$ cat src/rtl/gsi_pkg.sv
// Shared types and constants for the three-point gyro angle integrator.
package gsi_pkg;

	// Fixed widths of the sample and result fields.
	localparam int RATE_FIELD_WIDTH = 16;
	localparam int TIME_WIDTH       = 32;
	localparam int OUT_WIDTH        = 48;

	localparam logic signed [OUT_WIDTH-1:0] OUT_MAX = {1'b0, {(OUT_WIDTH-1){1'b1}}};
	localparam logic signed [OUT_WIDTH-1:0] OUT_MIN = {1'b1, {(OUT_WIDTH-1){1'b0}}};

	// Sequencer states.
	typedef enum logic [2:0] {
		ST_IDLE,
		ST_MUL,
		ST_NEG,
		ST_BIAS,
		ST_DIV,
		ST_FIN,
		ST_DONE
	} state_t;

	// Step strobes and serial gap bits sent from the sequencer to each axis unit.
	typedef struct packed {
		logic load;
		logic mul;
		logic neg;
		logic bias;
		logic div;
		logic fin;
		logic g0_bit;
		logic g1_bit;
	} axis_ctrl_t;

endpackage

$ cat src/rtl/gsi_in_if.sv
// Sample channel: three gyro samples per axis and their timestamps.
interface gsi_in_if;
	logic valid;
	logic ready;
	logic [gsi_pkg::RATE_FIELD_WIDTH-1:0] rate_x_first;
	logic [gsi_pkg::RATE_FIELD_WIDTH-1:0] rate_x_middle;
	logic [gsi_pkg::RATE_FIELD_WIDTH-1:0] rate_x_last;
	logic [gsi_pkg::RATE_FIELD_WIDTH-1:0] rate_y_first;
	logic [gsi_pkg::RATE_FIELD_WIDTH-1:0] rate_y_middle;
	logic [gsi_pkg::RATE_FIELD_WIDTH-1:0] rate_y_last;
	logic [gsi_pkg::RATE_FIELD_WIDTH-1:0] rate_z_first;
	logic [gsi_pkg::RATE_FIELD_WIDTH-1:0] rate_z_middle;
	logic [gsi_pkg::RATE_FIELD_WIDTH-1:0] rate_z_last;
	logic [gsi_pkg::TIME_WIDTH-1:0] time_first;
	logic [gsi_pkg::TIME_WIDTH-1:0] time_middle;
	logic [gsi_pkg::TIME_WIDTH-1:0] time_last;

	modport source (
		output valid, rate_x_first, rate_x_middle, rate_x_last,
		rate_y_first, rate_y_middle, rate_y_last,
		rate_z_first, rate_z_middle, rate_z_last,
		time_first, time_middle, time_last,
		input ready
	);

	modport sink (
		input valid, rate_x_first, rate_x_middle, rate_x_last,
		rate_y_first, rate_y_middle, rate_y_last,
		rate_z_first, rate_z_middle, rate_z_last,
		time_first, time_middle, time_last,
		output ready
	);
endinterface

$ cat src/rtl/gsi_out_if.sv
// Result channel: per-axis angle increments and running totals.
interface gsi_out_if;
	logic valid;
	logic ready;
	logic signed [gsi_pkg::OUT_WIDTH-1:0] delta_x;
	logic signed [gsi_pkg::OUT_WIDTH-1:0] delta_y;
	logic signed [gsi_pkg::OUT_WIDTH-1:0] delta_z;
	logic signed [gsi_pkg::OUT_WIDTH-1:0] total_x;
	logic signed [gsi_pkg::OUT_WIDTH-1:0] total_y;
	logic signed [gsi_pkg::OUT_WIDTH-1:0] total_z;

	modport source (
		output valid, delta_x, delta_y, delta_z, total_x, total_y, total_z,
		input ready
	);

	modport sink (
		input valid, delta_x, delta_y, delta_z, total_x, total_y, total_z,
		output ready
	);
endinterface

$ cat src/rtl/gsi_axis.sv
// One axis: serial gap multiply, sign split, bit-serial scaling divide, saturation.
module gsi_axis #(
	parameter int MICROS_PER_SECOND = 1000000,
	parameter int FRAC_BITS         = 16,
	parameter int RATE_WIDTH        = 16
) (
	input  logic                                        clk,
	input  gsi_pkg::axis_ctrl_t                         ctrl,
	input  logic [gsi_pkg::RATE_FIELD_WIDTH-1:0]        rate_first,
	input  logic [gsi_pkg::RATE_FIELD_WIDTH-1:0]        rate_middle,
	input  logic [gsi_pkg::RATE_FIELD_WIDTH-1:0]        rate_last,
	output logic signed [gsi_pkg::OUT_WIDTH-1:0]        delta
);

	// Weighted rate sums, product sum, and scaled dividend widths.
	localparam int SW = RATE_WIDTH + 2;
	localparam int NW = SW + gsi_pkg::TIME_WIDTH + 1;
	localparam int XW = NW + FRAC_BITS + 1;
	localparam int OW = gsi_pkg::OUT_WIDTH;
	localparam logic [63:0] DEN  = 64'(3) * 64'(MICROS_PER_SECOND);
	localparam logic [63:0] HALF = DEN / 64'(2);
	localparam int DW = $clog2(DEN + 64'(1));

	logic [RATE_WIDTH+gsi_pkg::RATE_FIELD_WIDTH-1:0] ext_first, ext_middle, ext_last;
	logic signed [RATE_WIDTH-1:0] p0, p1, p2;
	logic signed [SW-1:0] a_q, b_q;
	logic signed [NW-1:0] acc_q;
	logic [NW-1:0]        mag;
	logic                 neg_q;
	logic [XW-1:0]        x_q;
	logic [DW-1:0]        r_q;
	logic [DW:0]          trial;
	logic                 fits;
	logic [OW-1:0]        q_q;
	logic                 ovf_q;
	logic                 sat;
	logic signed [OW-1:0] delta_q;

	// Each rate is its low RATE_WIDTH bits, two's complement; wider fields zero-fill.
	assign ext_first  = {{RATE_WIDTH{1'b0}}, rate_first};
	assign ext_middle = {{RATE_WIDTH{1'b0}}, rate_middle};
	assign ext_last   = {{RATE_WIDTH{1'b0}}, rate_last};
	assign p0 = ext_first[RATE_WIDTH-1:0];
	assign p1 = ext_middle[RATE_WIDTH-1:0];
	assign p2 = ext_last[RATE_WIDTH-1:0];

	// Magnitude of the exact product sum.
	assign mag = acc_q[NW-1] ? NW'(-acc_q) : NW'(acc_q);

	// Restoring division step: bring down one dividend bit and try the subtract.
	assign trial = {r_q, x_q[XW-1]};
	assign fits  = (trial >= DEN[DW:0]);

	// The quotient saturates once any bit at or above the sign position appears.
	assign sat = ovf_q | q_q[OW-1];

	// Equal gaps reduce to the same form: g*(p0+2p1) + g*(2p1+p2) = g*(p0+4p1+p2),
	// so both cases share one serial multiply over the two gaps.
	always_ff @(posedge clk) begin
		if (ctrl.load) begin
			a_q   <= SW'(p0) + (SW'(p1) <<< 1);
			b_q   <= (SW'(p1) <<< 1) + SW'(p2);
			acc_q <= '0;
		end else if (ctrl.mul) begin
			acc_q <= (acc_q <<< 1)
				+ (ctrl.g0_bit ? NW'(a_q) : NW'(0))
				+ (ctrl.g1_bit ? NW'(b_q) : NW'(0));
		end
	end

	// Dividend preparation and the bit-serial divide by three times the tick rate.
	always_ff @(posedge clk) begin
		if (ctrl.neg) begin
			neg_q <= acc_q[NW-1];
			x_q   <= XW'(mag) << FRAC_BITS;
			r_q   <= '0;
			q_q   <= '0;
			ovf_q <= 1'b0;
		end else if (ctrl.bias) begin
			x_q <= x_q + XW'(HALF);
		end else if (ctrl.div) begin
			x_q   <= x_q << 1;
			r_q   <= fits ? DW'(trial - DEN[DW:0]) : DW'(trial);
			q_q   <= {q_q[OW-2:0], fits};
			ovf_q <= ovf_q | q_q[OW-1];
		end
	end

	// Apply the sign and saturate to the output range.
	always_ff @(posedge clk) begin
		if (ctrl.fin) begin
			if (neg_q) begin
				delta_q <= sat ? gsi_pkg::OUT_MIN : -$signed(q_q);
			end else begin
				delta_q <= sat ? gsi_pkg::OUT_MAX : $signed(q_q);
			end
		end
	end

	assign delta = delta_q;

endmodule

$ cat src/rtl/gyro_simpson_integrator.sv
// Three-point gyro angle integrator with saturating running totals per axis.
// A transaction is loaded, then passes through the serial gap multiply, the sign split, the
// rounding bias, the one-bit-per-cycle scaling divide in each axis unit, and the final sign and
// saturation step; it then waits to commit until the previous result has been taken.
// A new transaction is accepted only after the previous one has committed.
// Reset clears the sequencer, the result valid flag and the three angle totals to zero.
module gyro_simpson_integrator #(
	parameter int MICROS_PER_SECOND = 1000000,
	parameter int FRAC_BITS         = 16,
	parameter int RATE_WIDTH        = 16
) (
	input  logic       clk,
	input  logic       arst_n,
	gsi_in_if.sink     samples,
	gsi_out_if.source  results
);

	localparam int TW        = gsi_pkg::TIME_WIDTH;
	localparam int OW        = gsi_pkg::OUT_WIDTH;
	localparam int DIV_STEPS = RATE_WIDTH + 2 + TW + 1 + FRAC_BITS + 1;
	localparam int STEPS_MAX = (DIV_STEPS > TW) ? DIV_STEPS : TW;
	localparam int CW        = $clog2(STEPS_MAX);

	gsi_pkg::state_t     state_q, state_d;
	gsi_pkg::axis_ctrl_t ctrl;
	logic                commit;
	logic [CW-1:0]       cnt_q;
	logic [TW-1:0]       gap0_q, gap1_q;
	logic                out_valid_q;
	logic signed [OW-1:0] dx, dy, dz;
	logic signed [OW-1:0] delta_x_q, delta_y_q, delta_z_q;
	logic signed [OW-1:0] total_x_q, total_y_q, total_z_q;
	logic signed [OW:0]   sum_x, sum_y, sum_z;

	// Sequencer state register.
	always_ff @(posedge clk or negedge arst_n) begin
		if (!arst_n) begin
			state_q <= gsi_pkg::ST_IDLE;
		end else begin
			state_q <= state_d;
		end
	end

	// Next state and step strobes for the axis units.
	always_comb begin
		state_d     = state_q;
		ctrl        = '0;
		ctrl.g0_bit = gap0_q[TW-1];
		ctrl.g1_bit = gap1_q[TW-1];
		commit      = 1'b0;
		unique case (state_q)
			gsi_pkg::ST_IDLE: begin
				if (samples.valid) begin
					ctrl.load = 1'b1;
					state_d   = gsi_pkg::ST_MUL;
				end
			end
			gsi_pkg::ST_MUL: begin
				ctrl.mul = 1'b1;
				if (cnt_q == '0) begin
					state_d = gsi_pkg::ST_NEG;
				end
			end
			gsi_pkg::ST_NEG: begin
				ctrl.neg = 1'b1;
				state_d  = gsi_pkg::ST_BIAS;
			end
			gsi_pkg::ST_BIAS: begin
				ctrl.bias = 1'b1;
				state_d   = gsi_pkg::ST_DIV;
			end
			gsi_pkg::ST_DIV: begin
				ctrl.div = 1'b1;
				if (cnt_q == '0) begin
					state_d = gsi_pkg::ST_FIN;
				end
			end
			gsi_pkg::ST_FIN: begin
				ctrl.fin = 1'b1;
				state_d  = gsi_pkg::ST_DONE;
			end
			gsi_pkg::ST_DONE: begin
				if (!out_valid_q || results.ready) begin
					commit  = 1'b1;
					state_d = gsi_pkg::ST_IDLE;
				end
			end
			default: begin
				state_d = gsi_pkg::ST_IDLE;
			end
		endcase
	end

	assign samples.ready = (state_q == gsi_pkg::ST_IDLE);

	// Step counter and the gap shift registers, consumed MSB first.
	always_ff @(posedge clk or negedge arst_n) begin
		if (!arst_n) begin
			cnt_q <= '0;
		end else if (ctrl.load) begin
			cnt_q <= CW'(TW - 1);
		end else if (ctrl.bias) begin
			cnt_q <= CW'(DIV_STEPS - 1);
		end else if (ctrl.mul || ctrl.div) begin
			cnt_q <= cnt_q - CW'(1);
		end
	end

	always_ff @(posedge clk) begin
		if (ctrl.load) begin
			gap0_q <= samples.time_middle - samples.time_first;
			gap1_q <= samples.time_last - samples.time_middle;
		end else if (ctrl.mul) begin
			gap0_q <= gap0_q << 1;
			gap1_q <= gap1_q << 1;
		end
	end

	// Per-axis arithmetic units.
	gsi_axis #(
		.MICROS_PER_SECOND (MICROS_PER_SECOND),
		.FRAC_BITS         (FRAC_BITS),
		.RATE_WIDTH        (RATE_WIDTH)
	) u_axis_x (
		.clk         (clk),
		.ctrl        (ctrl),
		.rate_first  (samples.rate_x_first),
		.rate_middle (samples.rate_x_middle),
		.rate_last   (samples.rate_x_last),
		.delta       (dx)
	);

	gsi_axis #(
		.MICROS_PER_SECOND (MICROS_PER_SECOND),
		.FRAC_BITS         (FRAC_BITS),
		.RATE_WIDTH        (RATE_WIDTH)
	) u_axis_y (
		.clk         (clk),
		.ctrl        (ctrl),
		.rate_first  (samples.rate_y_first),
		.rate_middle (samples.rate_y_middle),
		.rate_last   (samples.rate_y_last),
		.delta       (dy)
	);

	gsi_axis #(
		.MICROS_PER_SECOND (MICROS_PER_SECOND),
		.FRAC_BITS         (FRAC_BITS),
		.RATE_WIDTH        (RATE_WIDTH)
	) u_axis_z (
		.clk         (clk),
		.ctrl        (ctrl),
		.rate_first  (samples.rate_z_first),
		.rate_middle (samples.rate_z_middle),
		.rate_last   (samples.rate_z_last),
		.delta       (dz)
	);

	// Running totals: one guard bit catches overflow, which clamps to the sign of the sum.
	assign sum_x = (OW + 1)'(total_x_q) + (OW + 1)'(dx);
	assign sum_y = (OW + 1)'(total_y_q) + (OW + 1)'(dy);
	assign sum_z = (OW + 1)'(total_z_q) + (OW + 1)'(dz);

	always_ff @(posedge clk or negedge arst_n) begin
		if (!arst_n) begin
			total_x_q <= '0;
			total_y_q <= '0;
			total_z_q <= '0;
		end else if (commit) begin
			total_x_q <= (sum_x[OW] != sum_x[OW-1])
				? (sum_x[OW] ? gsi_pkg::OUT_MIN : gsi_pkg::OUT_MAX) : sum_x[OW-1:0];
			total_y_q <= (sum_y[OW] != sum_y[OW-1])
				? (sum_y[OW] ? gsi_pkg::OUT_MIN : gsi_pkg::OUT_MAX) : sum_y[OW-1:0];
			total_z_q <= (sum_z[OW] != sum_z[OW-1])
				? (sum_z[OW] ? gsi_pkg::OUT_MIN : gsi_pkg::OUT_MAX) : sum_z[OW-1:0];
		end
	end

	// Result register and its valid flag.
	always_ff @(posedge clk) begin
		if (commit) begin
			delta_x_q <= dx;
			delta_y_q <= dy;
			delta_z_q <= dz;
		end
	end

	always_ff @(posedge clk or negedge arst_n) begin
		if (!arst_n) begin
			out_valid_q <= 1'b0;
		end else if (commit) begin
			out_valid_q <= 1'b1;
		end else if (results.ready) begin
			out_valid_q <= 1'b0;
		end
	end

	assign results.valid   = out_valid_q;
	assign results.delta_x = delta_x_q;
	assign results.delta_y = delta_y_q;
	assign results.delta_z = delta_z_q;
	assign results.total_x = total_x_q;
	assign results.total_y = total_y_q;
	assign results.total_z = total_z_q;

endmodule

$ cat src/flat_wrapper.sv
// flat-port wrapper written by rule: the top's interface ports become plain ports
module gyro_simpson_integrator_flat 
#(
	parameter int MICROS_PER_SECOND = 1000000,
	parameter int FRAC_BITS         = 16,
	parameter int RATE_WIDTH        = 16
)
  (clk, arst_n, samples_valid, samples_rate_x_first, samples_rate_x_middle, samples_rate_x_last, samples_rate_y_first, samples_rate_y_middle, samples_rate_y_last, samples_rate_z_first, samples_rate_z_middle, samples_rate_z_last, samples_time_first, samples_time_middle, samples_time_last, samples_ready, results_valid, results_delta_x, results_delta_y, results_delta_z, results_total_x, results_total_y, results_total_z, results_ready);
  gsi_in_if samples_i ();
  gsi_out_if results_i ();
  input  logic clk;
  input  logic arst_n;
  input wire logic [$bits(samples_i.valid)-1:0] samples_valid;
  input wire logic [$bits(samples_i.rate_x_first)-1:0] samples_rate_x_first;
  input wire logic [$bits(samples_i.rate_x_middle)-1:0] samples_rate_x_middle;
  input wire logic [$bits(samples_i.rate_x_last)-1:0] samples_rate_x_last;
  input wire logic [$bits(samples_i.rate_y_first)-1:0] samples_rate_y_first;
  input wire logic [$bits(samples_i.rate_y_middle)-1:0] samples_rate_y_middle;
  input wire logic [$bits(samples_i.rate_y_last)-1:0] samples_rate_y_last;
  input wire logic [$bits(samples_i.rate_z_first)-1:0] samples_rate_z_first;
  input wire logic [$bits(samples_i.rate_z_middle)-1:0] samples_rate_z_middle;
  input wire logic [$bits(samples_i.rate_z_last)-1:0] samples_rate_z_last;
  input wire logic [$bits(samples_i.time_first)-1:0] samples_time_first;
  input wire logic [$bits(samples_i.time_middle)-1:0] samples_time_middle;
  input wire logic [$bits(samples_i.time_last)-1:0] samples_time_last;
  output wire logic [$bits(samples_i.ready)-1:0] samples_ready;
  output wire logic [$bits(results_i.valid)-1:0] results_valid;
  output wire logic [$bits(results_i.delta_x)-1:0] results_delta_x;
  output wire logic [$bits(results_i.delta_y)-1:0] results_delta_y;
  output wire logic [$bits(results_i.delta_z)-1:0] results_delta_z;
  output wire logic [$bits(results_i.total_x)-1:0] results_total_x;
  output wire logic [$bits(results_i.total_y)-1:0] results_total_y;
  output wire logic [$bits(results_i.total_z)-1:0] results_total_z;
  input wire logic [$bits(results_i.ready)-1:0] results_ready;
  assign samples_i.valid = samples_valid;
  assign samples_i.rate_x_first = samples_rate_x_first;
  assign samples_i.rate_x_middle = samples_rate_x_middle;
  assign samples_i.rate_x_last = samples_rate_x_last;
  assign samples_i.rate_y_first = samples_rate_y_first;
  assign samples_i.rate_y_middle = samples_rate_y_middle;
  assign samples_i.rate_y_last = samples_rate_y_last;
  assign samples_i.rate_z_first = samples_rate_z_first;
  assign samples_i.rate_z_middle = samples_rate_z_middle;
  assign samples_i.rate_z_last = samples_rate_z_last;
  assign samples_i.time_first = samples_time_first;
  assign samples_i.time_middle = samples_time_middle;
  assign samples_i.time_last = samples_time_last;
  assign samples_ready = samples_i.ready;
  assign results_valid = results_i.valid;
  assign results_delta_x = results_i.delta_x;
  assign results_delta_y = results_i.delta_y;
  assign results_delta_z = results_i.delta_z;
  assign results_total_x = results_i.total_x;
  assign results_total_y = results_i.total_y;
  assign results_total_z = results_i.total_z;
  assign results_i.ready = results_ready;
  gyro_simpson_integrator #(.MICROS_PER_SECOND(MICROS_PER_SECOND), .FRAC_BITS(FRAC_BITS), .RATE_WIDTH(RATE_WIDTH)) u_core (.clk(clk), .arst_n(arst_n), .samples(samples_i), .results(results_i));
endmodule
$ cat config.mk
export PLATFORM = sky130hd
export DESIGN_NAME = gyro_simpson_integrator_flat
export DESIGN_NICKNAME = d
export VERILOG_FILES = /design/src/rtl/gsi_pkg.sv /design/src/rtl/gsi_in_if.sv /design/src/rtl/gsi_out_if.sv /design/src/rtl/gsi_axis.sv /design/src/rtl/gyro_simpson_integrator.sv /design/src/flat_wrapper.sv
export SDC_FILE = /design/constraint.sdc
export NUM_CORES = 2
export LEC_CHECK = 0
export BUFFER_PORTS_ARGS = -buffer_cell sky130_fd_sc_hd__buf_4
export CORE_MARGIN = 1
export CORE_UTILIZATION = 45
export CTS_BUF_LIST = sky130_fd_sc_hd__clkbuf_8
export DETAILED_ROUTE_END_ITERATION = 7
export GPL_TIMING_DRIVEN = 0
export PLACE_DENSITY_LB_ADDON = 0.25
export SYNTH_ARGS = -nofsm -noshare
export SYNTH_HDL_FRONTEND = slang
export SYNTH_SLANG_ARGS = --single-unit
$ cat constraint.sdc
create_clock -name clk -period 15 [get_ports clk]
set_input_delay 1.5 -clock clk [delete_from_list [all_inputs] [get_ports clk]]
set_output_delay 1.5 -clock clk [all_outputs]
set_load 0.02 [all_outputs]
### After elaboration in Yosys (flattened, before gate mapping)

Index checks and enable logic that the tools add are counted.

* bits of input ports: 244
* register bits after elaboration: 1188

* bitwise operators: 4
* mux-type cells: 59
* equal/unequal tests: 13
* reduce and logical (&&, ||, !) cells: 12
* magnitude comparators: 3
* $add $sub $neg: 30

Operator list (count)
* 2-to-1 mux 48 bit: 15
* 2-to-1 mux 51 bit: 9
* 2-to-1 mux 68 bit: 6
* adder 51 bit: 6
* adder 68 x 21 -> 68 bit, second input constant: 3
* 2-to-1 mux 67 bit: 3
* negation 51 bit: 3
* adder 48 x 48 -> 49 bit: 3
* negation 48 bit: 3
* 2-to-1 mux 32 bit: 4
* greater-or-equal comparator 23 x 22 -> 1 bit, second input constant: 3
* 2-to-1 mux 22 bit: 3
* subtractor 22 bit, second input constant: 3
* subtractor 32 bit: 2
* adder 16 x 17 -> 18 bit: 3
* adder 17 x 16 -> 18 bit: 3
* 2-to-1 mux 7 bit: 3
* case mux 3 bit (7 select lines): 1
* 2-to-1 mux 3 bit: 4
* 2-to-1 mux 1 bit: 11
* == test 3 bit, second input constant: 3
* logical NOT 7 bit: 1
* subtractor 7 x 1 -> 7 bit, second input constant: 1
* == test 3 x 2 -> 1 bit, second input constant: 2
* 13 further kinds: 23

### Longest topological paths before layout

* word-level depth: 6
* mapped depth: 20
* depth with buffers taken out: 17

### Modules after synthesis

A second synthesis with hierarchy kept.

* cells, all modules: 9646
* area total of the unflattened synthesis: 84008.1 µm²

Modules (own cells, without submodules)
* gsi_axis at u_core.u_axis_y ...: seq. area each 6866.6 µm², cells each 2296, instances 2, area each 19761.5 µm²
* gyro_simpson_integrator: seq. area each 10124.7 µm², cells each 2710, instances 1, area each 24797.5 µm²
* gsi_axis at u_core.u_axis_x: seq. area each 6866.6 µm², cells each 2344, instances 1, area each 19687.6 µm²

### Worst setup path after synthesis

No wires, ideal clock.

* path type: register to register
* from: reg u_core.state_q[0]
* to: reg u_core.u_axis_x.delta_q[0], in the netlist u_core.u_axis_x.delta[0] (enable)
* setup time: 0.823 ns
* period minus slack after synthesis: 11.745 ns
* required time: 14.177 ns
* path buffers: 3
* slack: 3.255 ns
* stages on the path, launching flop included: 6
* data arrival time: 10.921 ns
* path through: dfrtp_1 > clkbuf_1 > inv_1 > clkbuf_1 > clkbuf_1 > nor3_1

* cells in the longest elaborated chain, start to end: 2

Ends and longest elaborated chain
* start, declared: line gyro_simpson_integrator.sv:24 `gsi_pkg::state_t state_q, state_d;`
* start signal, assigned: line gyro_simpson_integrator.sv:38 `state_q <= gsi_pkg::ST_IDLE;`
* start signal, assigned: line gyro_simpson_integrator.sv:40 `state_q <= state_d;`
* == test 3 bit: line gyro_simpson_integrator.sv:51 `unique case (state_q)`
* 2-to-1 mux 1 bit: line gyro_simpson_integrator.sv:51
* end signal, assigned: line gsi_axis.sv:93 `delta_q <= sat ? gsi_pkg::OUT_MIN : -$signed(q_q);`
* end signal, assigned: line gsi_axis.sv:95 `delta_q <= sat ? gsi_pkg::OUT_MAX : $signed(q_q);`
* end, declared: line gsi_axis.sv:37 `logic signed [OW-1:0] delta_q;`

Every way passes these cells.
A chain may end at the register's enable or synchronous reset.

### Final worst setup path

* from: reg u_core.gap0_q[31]
* to: reg u_core.u_axis_y.acc_q[47]

* cells in the longest elaborated chain, start to end: 3

Ends and longest elaborated chain
* start, declared: line gyro_simpson_integrator.sv:28 `logic [TW-1:0] gap0_q, gap1_q;`
* start signal, assigned: line gyro_simpson_integrator.sv:111 `gap0_q <= samples.time_middle - samples.time_first;`
* start signal, assigned: line gyro_simpson_integrator.sv:114 `gap0_q <= gap0_q << 1;`
* 2-to-1 mux 51 bit: line gsi_axis.sv:66 `+ (ctrl.g0_bit ? NW'(a_q) : NW'(0))`
* adder 51 bit: line gsi_axis.sv:66
* adder 51 bit: line gsi_axis.sv:67 `+ (ctrl.g1_bit ? NW'(b_q) : NW'(0));`
* end signal, assigned: line gsi_axis.sv:65 `acc_q <= (acc_q <<< 1)`
* end, declared: line gsi_axis.sv:27 `logic signed [NW-1:0] acc_q;`

Every way passes these cells.

==> summary.md <==
| Metric | Value |
|---|---|
| Outcome | complete, but fails checks |
| Failing checks | capacitance limit, slew limit |
| Crit path max fanout | 10 |
| CTS tree | yes |
| Residual DRC count | 0 |
| Design Area, Final | 93160 µm² |
| Global-route wire length before repair | 394400 µm |
| Synth-to-layout area growth | 14.87% |
| Crit path DAT | 7.98 ns |
| Die area | 181900 µm² |
| Largest net degree at the start of global routing | 106 |
| Slowest CP cell | clkbuf_1 |
| Ys flop type | edfxtp_1 |
| Area post-placement | 88460 µm² |
| Hold slack | 0.4236 ns |
| Worst-skew pair later-pin latency | 1.00 ns |
| Layout Cells excl Fill | 12410 |
| Tcrit/Tclk final | 47.35% |
| Post-CTS Setup Bufs | 0 |
| Post-route clock skew | 0.05025 ns |
| Num CTS Buffers | 208 |
| Metal3 WL | 17720 µm |
| Post-detail-place hpwl | 196700 µm |
| Average cell area after synthesis | 8.915 µm² |
| Routability cong. | 0.9504 |
| Top routing layer used | met4 |
| WS Path Type | register to register |
| Net count, final | 10730 |
| Post-Synthesis Cells | 9097 |
| Sequential cell area fraction in the yosys report | 37.89% |
| H-tree levels | 4 |
| Routed vias | 73060 |
| CP most frequent cell | clkbuf_1 |
| Synth warnings | 0 |
| DRT iter0 DRCs | 6457 |
| Post-Place Setup Slack | 7.913 ns |
| Setup TNS | 0 ns |
| Area of the mapped netlist | 81100 µm² |
| P per Cell Area | 231.0 nW/µm² |
| Clock slew at reported path FFs | 0.07 ns |
| Placed cells | 12010 |
| Io pins | 534 |
| Final WL | 257500 µm |
| Synth cell types | 89 |
| Met2 routed WL | 117500 µm |
| Final min period | 7.102 ns |
| Clock Tree Root | clkbuf_8 |
| Reg-to-Reg Start | u_core.gap0_q[31] |
| Post-DRT Antenna Nets | 0 |
| Std-Cell Rows | 155 |
| Final global-route overflow total | 0 |
| Leak Pwr | 39.19 nW |
| Slew @ Worst Pin | 1.528 ns |
| Crit-path leading delay family | compound AO/OA/AOI/OAI gates |
| Ys async rst share | 13.05% |
| Final WS setup | 7.898 ns |
| Unrepaired setup endpoints after global routing | false |
| Chip Width | 426.5 µm |
| Initial core utilization | 45.36% |
| Most frequent cells in the layout | 1049 x nand2_1, 840 x o21ai_0, 688 x a21oi_1 |
| IO Port Bufs | 533 |
| Final setup fails | 0 |
| Max_cap viols | 2 |
| CTS sink count | 1188 |
| Syn nets | 9968 |
| Die height | 426.5 µm |
| R2r endpoint | u_core.u_axis_y.acc_q[47] |
| Layout cells sized above 1 | 9.775% |
| Crit path cell chain | clkbuf_1 > clkbuf_1 > nand2_1 > clkbuf_1 > xnor2_1 > ha_1 > a21o_1 > ha_1 > a41o_1 > a21oi_1 > o31ai_1 > a221o_1 > a31o_2 > o2111ai_1 > o41ai_1 > a221oi_1 > o211ai_1 > a21o_1 > a32o_1 |
| WL/cell | 20.75 µm |
| CTS Buffer Depth | 3 |
| GRT Util Overall | 27.42% |
| Maximum VDD drop | 0.0001157 V |
| Total power | 21.52 mW |
| Met1 Wirelength | 110600 µm |
| WP buf/inv | 3 |
| PostCTS Resize Cnt | 0 |
| Worst path max stage delay | 0.93 ns |
| Vias in the first global route | 68990 |
| Drt pass-1 iters | 6 |
| Initial antenna violation count | 11 |
| Startpoint type of the worst setup path | register |
| Worst reg2reg path depth | 19 |
| Core Region | 178800 µm² |
| Final Core Density | 52.10% |
| Seq. cell area | 30720 µm² |
| CP Data Required Time | 15.87 ns |
| Most common cell after layout, fill and taps aside | nand2_1 |
| Pins Over Slew Limit | 22 |
| Fin. Hold Viols | 0 |
| Synthesis-stage register bit count | 1188 |
| Reg2Reg Setup Slack | 7.90 ns |
| Fmax | 0.1408 GHz |
| Post-synth EDFFs | 616 |
| Slew headroom | -1.872% |
| Hold crit path type | primary input to asynchronous set/reset pin |
| Fill cells | 16680 |
| Area occupied by multi-input gates | 47490 µm² |
| Hold-fix buffers, CTS | 0 |
| Vias/cell | 5.887 |
| Crit. End Element | register |
cell families (layout without fill, tap and decap cells):
kind of cell,Yosys count,count (layout),share of synthesized area [%]
AO/OA/AOI/OAI,2931,2931,23.24
AND/OR/NAND/NOR,2715,2715,15.65
flip-flops,1188,1188,37.89
XOR/XNOR,823,823,8.888
buffers and inverters,773,1722,3.585
adder cells (fa/ha/maj),634,634,10.33
multiplexers,33,33,0.4227
other,0,9,0
routing by layer:
metal,GRT usage [%],vias up
li1,-,34920
met1,36.32,34810
met2,44.39,2825
met3,3.697,515
met4,12.45,0
met5,0,-
sequential cells by signal, summed over array words and instances (netlist names), 51 cells and up, named ones only:
register,cells
u_core.u_axis_y.acc_q,51
u_core.u_axis_x.x_q,64
u_core.u_axis_z.x_q,64
u_core.u_axis_y.x_q,64
u_core.u_axis_z.acc_q,51
u_core.u_axis_x.acc_q,51
area by class of cell:
| type | instances | share of cell area, % |
|---|---|---|
| repair buffers | 555 | 4.705 |
| well taps | 2355 | 3.163 |
| clock inverters | 155 | 1.481 |
| flip-flops and latches | 1188 | 32.98 |
| multi-input cells | 7136 | 50.98 |
| plain buffers | 493 | 2.008 |
| inverters | 280 | 1.128 |
| diodes | 9 | 0.02418 |
| clock buffers | 239 | 3.531 |
worst max-delay path by stage:
| stage | cells after the start | start | endpoint | slack [ns] |
|---|---|---|---|---|
| finish | 19 | u_core.gap0_q[31] | u_core.u_axis_y.acc_q[47] | 7.90 |
| global route | 19 | u_core.gap0_q[31] | u_core.u_axis_y.acc_q[47] | 7.64 |
| CTS | 19 | u_core.gap0_q[31] | u_core.u_axis_y.acc_q[47] | 7.90 |
| detailed placement | 19 | u_core.gap0_q[31] | u_core.u_axis_y.acc_q[47] | 7.91 |
| global placement | 5 | u_core.state_q[0] | u_core.u_axis_z.delta[7] | -1.24 |
| floorplan | 5 | u_core.state_q[0] | u_core.u_axis_x.delta[0] | 3.26 |
synthesized netlist by cell type (20+ instances only):
library cell  count  area share (%)
nand3b_1         21            0.19
a221o_1          30            0.37
dfrtp_1         155             4.8
a211oi_1         64            0.59
o221ai_1         24            0.26
o211ai_1         41            0.38
xnor2_1         512             5.5
fa_1             62             1.5
and2_1          142             1.1
o22ai_1          38            0.29
nand3_1         173             1.1
a21boi_0         42            0.39
a21o_1          314             2.9
clkbuf_1        451             2.1
dfxtp_1         417              10
nor2b_1          67            0.52
nor4_1           31            0.24
or2_2            35            0.27
nand2_1        1050             4.9
edfxtp_1        616              23
o311ai_0         39            0.42
inv_1           279             1.3
or4_1            48            0.44
o21ai_0         840             5.2
o21a_1           59            0.55
a31oi_1          54            0.42
a21oi_1         688             4.2
a22oi_1         104            0.96
and3_1           56            0.43
o41ai_1          42            0.45
nor2_1          593             2.7
buf_1            37            0.17
nand2b_1         86            0.66
o31ai_1         120             1.1
o31a_1           20            0.22
xor2_1          311             3.4
a22o_1          176             1.9
ha_1            565             8.7
o21bai_1         53            0.49
or3_1            92            0.71
nand4_1          86            0.66
nor3_1          171             1.1
mux2i_1          23            0.28
power by group:
| part | switching, mW | total (mW) | internal [mW] |
|---|---|---|---|
| Sequential | 0.940 | 5.57 | 4.63 |
| Clock | 1.53 | 3.37 | 1.84 |
| Combinational | 7.90 | 12.6 | 4.69 |
Note: power is estimated with default switching activity, not from simulation.
